File: config.mk
export PLATFORM = sky130hd
export DESIGN_NAME = thermal_hysteresis_regulator
export DESIGN_NICKNAME = d
export VERILOG_FILES = /design/src/hw/rtl/thr_pkg.sv /design/src/hw/rtl/thr_step.sv /design/src/hw/rtl/thermal_hysteresis_regulator.sv
export SDC_FILE = /design/constraint.sdc
export NUM_CORES = 1
export LEC_CHECK = 0
export BUFFER_PORTS_ARGS = -buffer_cell sky130_fd_sc_hd__buf_4
export CAP_MARGIN = 25
export CORE_MARGIN = 5
export CORE_UTILIZATION = 30
export DETAILED_ROUTE_END_ITERATION = 8
export PLACE_DENSITY = 0.54
export SYNTH_ARGS = -nofsm -noshare
export SYNTH_HDL_FRONTEND = slang
export SYNTH_HIERARCHICAL = 1
export SYNTH_SLANG_ARGS = --single-unit
File: constraint.sdc
create_clock -name clk -period 9.3 [get_ports clk]
set_input_delay 0.93 -clock clk [delete_from_list [all_inputs] [get_ports clk]]
set_output_delay 0.93 -clock clk [all_outputs]
set_load 0.01 [all_outputs]
File: src/hw/rtl/thr_pkg.sv
`default_nettype none

package thr_pkg;

  localparam int unsigned TEMP_W  = 12;
  localparam int unsigned HYST_W  = 9;
  localparam int unsigned THR_W   = 12;
  localparam int unsigned LOCK_W  = 16;
  localparam int unsigned STAMP_W = 32;
  localparam int unsigned CFG_W   = 16;
  localparam int unsigned IDX_W   = 3;

  localparam logic [IDX_W-1:0] REG_PLATE_SETPOINT       = 3'd0;
  localparam logic [IDX_W-1:0] REG_PLATE_HYSTERESIS     = 3'd1;
  localparam logic [IDX_W-1:0] REG_CONTAINER_SETPOINT   = 3'd2;
  localparam logic [IDX_W-1:0] REG_CONTAINER_HYSTERESIS = 3'd3;
  localparam logic [IDX_W-1:0] REG_MIX_THRESHOLD        = 3'd4;
  localparam logic [IDX_W-1:0] REG_LOCKOUT_MS           = 3'd5;

  localparam logic signed [TEMP_W-1:0] PLATE_SETPOINT_RST       = 12'sd48;
  localparam logic [HYST_W-1:0]        PLATE_HYSTERESIS_RST     = 9'd16;
  localparam logic signed [TEMP_W-1:0] CONTAINER_SETPOINT_RST   = 12'sd96;
  localparam logic [HYST_W-1:0]        CONTAINER_HYSTERESIS_RST = 9'd0;
  localparam logic [THR_W-1:0]         MIX_THRESHOLD_RST        = 12'd16;
  localparam logic [LOCK_W-1:0]        LOCKOUT_MS_RST           = 16'd5000;

  localparam logic [1:0] MOVE_NONE  = 2'd0;
  localparam logic [1:0] MOVE_LOWER = 2'd1;
  localparam logic [1:0] MOVE_LIFT  = 2'd2;

  localparam logic [1:0] IND_UNSET   = 2'd0;
  localparam logic [1:0] IND_OVER    = 2'd1;
  localparam logic [1:0] IND_NOMINAL = 2'd2;
  localparam logic [1:0] IND_UNDER   = 2'd3;

  typedef struct packed {
    logic [STAMP_W-1:0]        now_ms;
    logic signed [TEMP_W-1:0]  plate_temp;
    logic signed [TEMP_W-1:0]  left_temp;
    logic signed [TEMP_W-1:0]  right_temp;
  } sample_t;

  typedef struct packed {
    logic signed [TEMP_W-1:0]  plate_setpoint;
    logic [HYST_W-1:0]         plate_hysteresis;
    logic signed [TEMP_W-1:0]  container_setpoint;
    logic [HYST_W-1:0]         container_hysteresis;
    logic [THR_W-1:0]          mix_threshold;
    logic [LOCK_W-1:0]         lockout_ms;
  } cfg_t;

  typedef struct packed {
    logic                tray_down;
    logic [STAMP_W-1:0]  tray_last_ms;
    logic [STAMP_W-1:0]  indicator_last_ms;
    logic [STAMP_W-1:0]  coolant_last_ms;
    logic [STAMP_W-1:0]  mixing_last_ms;
    logic [1:0]          indicator_mode;
    logic                coolant_level;
    logic                mixing_level;
  } state_t;

  typedef struct packed {
    logic [1:0]                tray_move;
    logic                      tray_is_down;
    logic [1:0]                indicator;
    logic                      coolant_on;
    logic                      mixing_on;
    logic signed [TEMP_W-1:0]  container_average;
  } result_t;

endpackage

`default_nettype wire

File: src/hw/rtl/thr_step.sv
`default_nettype none

module thr_step (
  input  thr_pkg::sample_t sample,
  input  thr_pkg::cfg_t    cfg,
  input  thr_pkg::state_t  state,
  output thr_pkg::state_t  state_nxt,
  output thr_pkg::result_t result
);
  import thr_pkg::*;

  localparam logic signed [14:0] IND_BAND = 15'sd32;

  function automatic logic lock_over(input logic [STAMP_W-1:0] now,
                                     input logic [STAMP_W-1:0] last,
                                     input logic [LOCK_W-1:0]  lock);
    logic [STAMP_W-1:0] gap;
    gap = now - last;
    return gap > STAMP_W'(lock);
  endfunction

  logic signed [14:0] plate_w;
  logic signed [14:0] left_w;
  logic signed [14:0] right_w;
  logic signed [14:0] sum_w;
  logic signed [14:0] s2_w;
  logic signed [14:0] ch2_w;
  logic signed [14:0] psp_w;
  logic signed [14:0] ph_w;
  logic signed [14:0] dev_w;
  logic signed [14:0] dlr_w;
  logic signed [14:0] thr_w;

  logic tray_ok, ind_ok, cool_ok, mix_ok;
  logic do_lower, do_lift;
  logic do_over, do_nominal, do_under;
  logic do_cool_on, do_cool_off;
  logic mix_want;

  always_comb begin
    plate_w = 15'(sample.plate_temp);
    left_w  = 15'(sample.left_temp);
    right_w = 15'(sample.right_temp);
    sum_w   = left_w + right_w;
    s2_w    = 15'(cfg.container_setpoint) + 15'(cfg.container_setpoint);
    ch2_w   = 15'({cfg.container_hysteresis, 1'b0});
    psp_w   = 15'(cfg.plate_setpoint);
    ph_w    = 15'(cfg.plate_hysteresis);
    dev_w   = sum_w - s2_w;
    dlr_w   = left_w - right_w;
    thr_w   = 15'(cfg.mix_threshold);

    tray_ok = lock_over(sample.now_ms, state.tray_last_ms, cfg.lockout_ms);
    ind_ok  = lock_over(sample.now_ms, state.indicator_last_ms, cfg.lockout_ms);
    cool_ok = lock_over(sample.now_ms, state.coolant_last_ms, cfg.lockout_ms);
    mix_ok  = lock_over(sample.now_ms, state.mixing_last_ms, cfg.lockout_ms);

    // Each actuator's conditions are mutually exclusive, so at most one fires.
    do_lower    = (plate_w > psp_w + ph_w) && !state.tray_down && tray_ok;
    do_lift     = (plate_w <= psp_w - ph_w) && state.tray_down && tray_ok;
    do_over     = (sum_w >= s2_w + IND_BAND) && ind_ok;
    do_nominal  = (dev_w < IND_BAND) && (dev_w > -IND_BAND) && ind_ok;
    do_under    = (sum_w <= s2_w - IND_BAND) && ind_ok;
    do_cool_on  = (sum_w > s2_w + ch2_w) && cool_ok;
    do_cool_off = (sum_w <= s2_w - ch2_w) && cool_ok;
    mix_want    = (dlr_w > thr_w) || (dlr_w < -thr_w);

    state_nxt = state;
    if (do_lower || do_lift) begin
      state_nxt.tray_down    = do_lower;
      state_nxt.tray_last_ms = sample.now_ms;
    end
    if (do_over || do_nominal || do_under) begin
      state_nxt.indicator_last_ms = sample.now_ms;
      if (do_over) begin
        state_nxt.indicator_mode = IND_OVER;
      end else if (do_nominal) begin
        state_nxt.indicator_mode = IND_NOMINAL;
      end else begin
        state_nxt.indicator_mode = IND_UNDER;
      end
    end
    if (do_cool_on || do_cool_off) begin
      state_nxt.coolant_level   = do_cool_on;
      state_nxt.coolant_last_ms = sample.now_ms;
    end
    if (mix_ok) begin
      state_nxt.mixing_level   = mix_want;
      state_nxt.mixing_last_ms = sample.now_ms;
    end

    if (do_lower) begin
      result.tray_move = MOVE_LOWER;
    end else if (do_lift) begin
      result.tray_move = MOVE_LIFT;
    end else begin
      result.tray_move = MOVE_NONE;
    end
    result.tray_is_down      = state_nxt.tray_down;
    result.indicator         = state_nxt.indicator_mode;
    result.coolant_on        = state_nxt.coolant_level;
    result.mixing_on         = state_nxt.mixing_level;
    result.container_average = sum_w[12:1];
  end

endmodule

`default_nettype wire

File: src/hw/rtl/thermal_hysteresis_regulator.sv
`default_nettype none

// Channel  Direction  Handshake         Payload
// in_      request    in_valid/in_stall now_ms, plate_temp, left_temp, right_temp
// out_     result     out_valid/out_stall tray_move .. container_average
// cfg_     write      cfg_we            cfg_index, cfg_wdata
//
// One request is accepted per clock unless out_stall backs up both registers; decision logic
// between the input and result registers is combinational and sets the rate.
// Reset is synchronous, active low, and restores valid bits, settings and actuator state.
// A stalled result holds in the result register while the input register can still fill;
// in_stall rises only when both registers are occupied and out_stall is high.

module thermal_hysteresis_regulator (
  input  wire                                 clk,
  input  wire                                 rst_n,
  input  wire                                 in_valid,
  output logic                                in_stall,
  input  wire [thr_pkg::STAMP_W-1:0]          in_now_ms,
  input  wire signed [thr_pkg::TEMP_W-1:0]    in_plate_temp,
  input  wire signed [thr_pkg::TEMP_W-1:0]    in_left_temp,
  input  wire signed [thr_pkg::TEMP_W-1:0]    in_right_temp,
  output logic                                out_valid,
  input  wire                                 out_stall,
  output logic [1:0]                          out_tray_move,
  output logic                                out_tray_is_down,
  output logic [1:0]                          out_indicator,
  output logic                                out_coolant_on,
  output logic                                out_mixing_on,
  output logic signed [thr_pkg::TEMP_W-1:0]   out_container_average,
  input  wire                                 cfg_we,
  input  wire [thr_pkg::IDX_W-1:0]            cfg_index,
  input  wire [thr_pkg::CFG_W-1:0]            cfg_wdata
);
  import thr_pkg::*;

  logic    s1_valid_r;
  sample_t s1_data_r;
  logic    s2_valid_r;
  result_t s2_data_r;
  state_t  state_r;
  state_t  state_nxt;
  cfg_t    cfg_r;
  result_t step_res;

  logic s2_ready;
  logic s1_fire;
  logic in_fire;

  assign s2_ready = !s2_valid_r || !out_stall;
  assign s1_fire  = s1_valid_r && s2_ready;
  assign in_stall = s1_valid_r && !s2_ready;
  assign in_fire  = in_valid && !in_stall;

  thr_step u_step (
    .sample    (s1_data_r),
    .cfg       (cfg_r),
    .state     (state_r),
    .state_nxt (state_nxt),
    .result    (step_res)
  );

  always_ff @(posedge clk) begin
    if (!rst_n) begin
      s1_valid_r <= 1'b0;
      s2_valid_r <= 1'b0;
      state_r    <= '0;
    end else begin
      if (in_fire) begin
        s1_valid_r <= 1'b1;
      end else if (s1_fire) begin
        s1_valid_r <= 1'b0;
      end
      if (s1_fire) begin
        s2_valid_r <= 1'b1;
        state_r    <= state_nxt;
      end else if (!out_stall) begin
        s2_valid_r <= 1'b0;
      end
    end
  end

  always_ff @(posedge clk) begin
    if (in_fire) begin
      s1_data_r.now_ms     <= in_now_ms;
      s1_data_r.plate_temp <= in_plate_temp;
      s1_data_r.left_temp  <= in_left_temp;
      s1_data_r.right_temp <= in_right_temp;
    end
    if (s1_fire) begin
      s2_data_r <= step_res;
    end
  end

  always_ff @(posedge clk) begin
    if (!rst_n) begin
      cfg_r.plate_setpoint       <= PLATE_SETPOINT_RST;
      cfg_r.plate_hysteresis     <= PLATE_HYSTERESIS_RST;
      cfg_r.container_setpoint   <= CONTAINER_SETPOINT_RST;
      cfg_r.container_hysteresis <= CONTAINER_HYSTERESIS_RST;
      cfg_r.mix_threshold        <= MIX_THRESHOLD_RST;
      cfg_r.lockout_ms           <= LOCKOUT_MS_RST;
    end else if (cfg_we) begin
      case (cfg_index)
        REG_PLATE_SETPOINT:       cfg_r.plate_setpoint       <= cfg_wdata[TEMP_W-1:0];
        REG_PLATE_HYSTERESIS:     cfg_r.plate_hysteresis     <= cfg_wdata[HYST_W-1:0];
        REG_CONTAINER_SETPOINT:   cfg_r.container_setpoint   <= cfg_wdata[TEMP_W-1:0];
        REG_CONTAINER_HYSTERESIS: cfg_r.container_hysteresis <= cfg_wdata[HYST_W-1:0];
        REG_MIX_THRESHOLD:        cfg_r.mix_threshold        <= cfg_wdata[THR_W-1:0];
        REG_LOCKOUT_MS:           cfg_r.lockout_ms           <= cfg_wdata[LOCK_W-1:0];
        default: begin
        end
      endcase
    end
  end

  assign out_valid             = s2_valid_r;
  assign out_tray_move         = s2_data_r.tray_move;
  assign out_tray_is_down      = s2_data_r.tray_is_down;
  assign out_indicator         = s2_data_r.indicator;
  assign out_coolant_on        = s2_data_r.coolant_on;
  assign out_mixing_on         = s2_data_r.mixing_on;
  assign out_container_average = s2_data_r.container_average;

  a_state_hold: assert property (@(posedge clk) disable iff (!rst_n)
    !s1_fire |=> $stable(state_r))
    else $error("actuator state changed without a request");

  a_tray_moves: assert property (@(posedge clk) disable iff (!rst_n)
    s1_fire && step_res.tray_move == MOVE_NONE |=> $stable(state_r.tray_down))
    else $error("tray position changed without a move");

  a_lower_down: assert property (@(posedge clk) disable iff (!rst_n)
    out_valid && out_tray_move == MOVE_LOWER |-> out_tray_is_down)
    else $error("tray lowered but reported raised");

  a_stall_keeps: assert property (@(posedge clk) disable iff (!rst_n)
    in_stall |=> s1_valid_r)
    else $error("pending request dropped while stalled");

endmodule

`default_nettype wire

==> run_results.csv <==
group,metric,value,unit
floorplanning,initial_utilization,30.14,%
flow_run,maxCapViolations,0,
timing,finalCritPeriodShare,70.44,%
floorplanning,fp.coreArea,0.09152,mm2
floorplanning,die_h,313.2,um
cells_and_area,fin_nets,3787,
timing,fin_skew,20.75,ps
placed_design,post-place-cells,4474,
status,status,"finished, final reports clean",
timing,clock.fmax,152.7,MHz
floorplanning,dieArea,0.09811,mm2
timing,setup_tns,0,ps
synth,yosys.area.top_type,"ha_1",
worst_setup_path,cpMaxStageDelayCell,"or4_1",
timing,rsz0062_at_grt,"false",
synth,synthCells,3273,
synth,ys_ff_latch,292,
clock_network,clock_tree.buffer_depth,3,
placed_design,place_congestion,0.8792,
min_path,min_path_type,"flop to flop",
synth,netlist.area_leader.share,16.28,%
cells_and_area,post-route-util,33.51,%
worst_setup_path,cpMostUsedCell,"nor4_1",
synth,synthTopCellsByArea,"ha_1 (16%), dfxtp_1 (15%), edfxtp_1 (9.5%), mux2i_1 (7.7%), nand2_1 (6.7%)",
timing,drv_slew,0,
cells_and_area,drive_above_1_share,10.38,%
timing,fin_hold_ws,456.6,ps
clock_network,cts_tree,"done",
worst_setup_path,worstSetupPathDepth,23,
clock_network,cts-buffers-inserted,36,
synth,synthFlopType,"dfxtp_1",
worst_setup_path,r2r-start,"s1_data_r[36]$_DFFE_PP_",
placed_design,port_buffers,112,
worst_setup_path,max_stage_delay,550,ps
clock_network,clock_sink_count,292,
timing,hold_viol_final,0,
synth,synthesis.area,0.02758,mm2
pwr,leakage,12.42,nW
worst_setup_path,cp.required,9720,ps
route,dr.pass1.iters,5,
clock_network,post_cts_buffers,0,
worst_setup_path,reg2regPathDepth,23,
route,drt_iter0_drc,1318,
pwr,peakVddDrop,0.09744,mV
worst_setup_path,cpLargestDelayFamily,"simple AND/OR/NAND/NOR gates",
worst_setup_path,r2r_end,"state_r[6]$_SDFFE_PN0P_",
route,antenna_left,0,
floorplanning,ios,113,
grt,grt_max_degree,212,
pwr,power.total,4.644,mW
placed_design,hpwlAfterDp,59.36,mm
min_path,hp-start,"state_r[0]$_SDFFE_PN0P_",
synth,synthArstFlopShare,0,%
timing,finalSetupViolations,0,
worst_setup_path,path_buf_inv,3,
cells_and_area,layout_commonest_cell,"nand2_1",
route,detail_route.wirelength,78.15,mm
timing,worstMarginPinSlew,1095,ps
grt,track_usage,15.34,%
grt,grt_overflow,0,
cells_and_area,layout.cells.non_filler,4540,
route,vias_per_cell,5.071,
synth,ys_types,85,
min_path,hold_path_depth,2,
synth,synth_edf_count,87,
route,via_count,23020,
cells_and_area,fill_cells,9512,
worst_setup_path,crit_fanout,33,
route,wl_per_cell,17.21,um
worst_setup_path,endpoint_kind,"flop",
grt,grt_pass1_wl,122.6,mm
worst_setup_path,criticalPathCategory,"flop to flop",
floorplanning,rows,111,
worst_setup_path,critPathLaunchType,"flop",
clock_network,root_buffer,"clkbuf_16",
min_path,holdPathEnd,"state_r[0]$_SDFFE_PN0P_",
clock_network,cts-hold-fix-buffers,0,
timing,maxSlewHeadroom,26.04,%
worst_setup_path,crit_arrival,6970,ps
synth,post_synth.cell_area_avg,8.428,um2
grt,grt_pass1_vias,21780,
pwr,p_per_area,151.4,mW/mm2
grt,antenna_found_initial,1,
worst_setup_path,crit_chain,"inv_1 > ha_1 > inv_1 > fa_1 > a21o_1 > a31oi_1 > nor4_1 > or4_1 > xor2_1 > ha_1 > nand4_1 > nor4_1 > nor2_1 > o31ai_1 > o21ai_0 > or4_1 > nor4_1 > nand4_1 > nor4_4 > buf_4 > mux2_2 > nand2_1 > mux2i_1",
clock_network,post_cts_resized,0,
timing,min_period,6551,ps
cells_and_area,final_cell_mix,"nand2_1 (491), ha_1 (359), inv_1 (283), mux2i_1 (212), a21oi_1 (209)",
worst_setup_path,reg2reg_slack,2750,ps
clock_network,clkTransAtPathRegs,50,ps
synth,synth.net_count,3734,
clock_network,clkLatencyLatePin,570,ps
clock_network,cts.htree.levels,2,
synth,yosysWarnings,6,
cells_and_area,syn_to_final_growth,11.18,%
floorplanning,die_x,313.2,um
route,drc_errors,0,
synth,seq_area_frac_synth,24.35,%
worst register-to-register path, cell delays in order (launching register included):
cell,delay [ps]
edfxtp_1,440
inv_1,180
ha_1,190
inv_1,60
fa_1,390
a21o_1,230
a31oi_1,370
nor4_1,170
or4_1,550
xor2_1,180
ha_1,330
nand4_1,170
nor4_1,480
nor2_1,70
o31ai_1,70
o21ai_0,160
or4_1,550
nor4_1,290
nand4_1,200
nor4_4,230
buf_4,490
mux2_2,430
nand2_1,80
mux2i_1,90
Yosys cell counts (7+ instances only):
| cell type | number |
|---|---|
| nor2_1 | 142 |
| o22ai_1 | 7 |
| a211oi_1 | 37 |
| and2_1 | 7 |
| or3_1 | 14 |
| nand2_1 | 491 |
| o31ai_1 | 16 |
| and3_1 | 27 |
| a21boi_0 | 10 |
| a2111oi_0 | 8 |
| mux2_2 | 101 |
| nor2b_1 | 55 |
| mux2i_1 | 212 |
| a31oi_1 | 20 |
| o31a_1 | 7 |
| edfxtp_1 | 87 |
| nand2b_1 | 20 |
| xnor2_1 | 125 |
| a21oi_1 | 210 |
| fa_1 | 10 |
| ha_1 | 359 |
| nand3_1 | 67 |
| mux2_4 | 29 |
| dfxtp_1 | 205 |
| o211ai_1 | 18 |
| and4_1 | 10 |
| buf_4 | 19 |
| inv_1 | 283 |
| nor4b_1 | 11 |
| o21bai_1 | 31 |
| nor3_1 | 35 |
| or4_1 | 13 |
| nand4_1 | 48 |
| nor4_1 | 29 |
| a211o_1 | 10 |
| clkbuf_1 | 47 |
| o21a_1 | 45 |
| nand4b_1 | 7 |
| xor2_1 | 48 |
| buf_2 | 41 |
| a21o_1 | 56 |
| o21ai_0 | 140 |
final cells by class:
type                       count  area [um2]  area share (%)
antenna                        1       2.502        0.008160
clock buffer                  53        1071           3.492
clock inverter                12       103.9          0.3386
inverter                     283        1062           3.464
multi-input combinational   2580       19190           62.57
sequential                   292        6716           21.90
tap                         1186        1484           4.839
timing repair buffer         133        1040           3.390
per-layer routing:
layer / up-vias / GRT usage (%) / share of wire (%)
met4: 0 / 4.195 / 2.5
met2: 386 / 25.15 / 45
li1: 11810 / - / -
met3: 83 / 2.102 / 4.1
met5: - / 0 / 0
met1: 10740 / 21.20 / 48
how the worst max path moves through the flow:
stage | from | end | slack (ps)
6_report | s1_data_r[36]$_DFFE_PP_ | state_r[6]$_SDFFE_PN0P_ | 2750
3_3_place_gp | s1_data_r[36]$_DFFE_PP_ | state_r[6]$_SDFFE_PN0P_ | 2930
3_5_place_dp | s1_data_r[36]$_DFFE_PP_ | state_r[6]$_SDFFE_PN0P_ | 2820
2_1_floorplan | s1_data_r[42]$_DFFE_PP_ | state_r[110]$_SDFFE_PN0P_ | 3880
5_1_grt | s1_data_r[36]$_DFFE_PP_ | state_r[107]$_SDFFE_PN0P_ | 2330
4_1_cts | s1_data_r[36]$_DFFE_PP_ | state_r[6]$_SDFFE_PN0P_ | 2800
report_power, final:
group | leakage (nW) | internal (mW) | switching [mW] | total [mW]
Sequential | 2.51 | 1.39 | 0.0709 | 1.46
Combinational | 9.32 | 0.762 | 0.996 | 1.76
Clock | 0.585 | 0.831 | 0.592 | 1.42
sequential cells by signal, indices dropped and copies added (netlist names), 2 cells and up:
signal	cells
cfg_r	70
out_container_average	12
out_indicator	2
out_tray_move	2
s1_data_r	68
state_r	133
through the flow:
step | setup slack (ps) | cell area (um2)
after global routing | 2331 | 30660
after global placement | 2934 | 29470
after CTS | 2798 | 30660
final | 2749 | 30670
after detailed placement | 2823 | 29490
after floorplan | 3880 | 27580
cells by family (layout without fill, tap and decap cells):
logic type | after synthesis | after routing | synth area share [%]
DFF | 292 | 292 | 24.35
other | 0 | 1 | 0
muxes | 344 | 344 | 13.48
AOI/OAI and AO/OA | 694 | 694 | 16.23
xor gates and xnor gates | 173 | 173 | 5.493
and+or+nand+nor | 1000 | 1000 | 17.16
buffers and inverters | 401 | 481 | 6.282
adders and majority gates | 369 | 369 | 17.01
No activity file was read; power rests on OpenSTA's default activity.
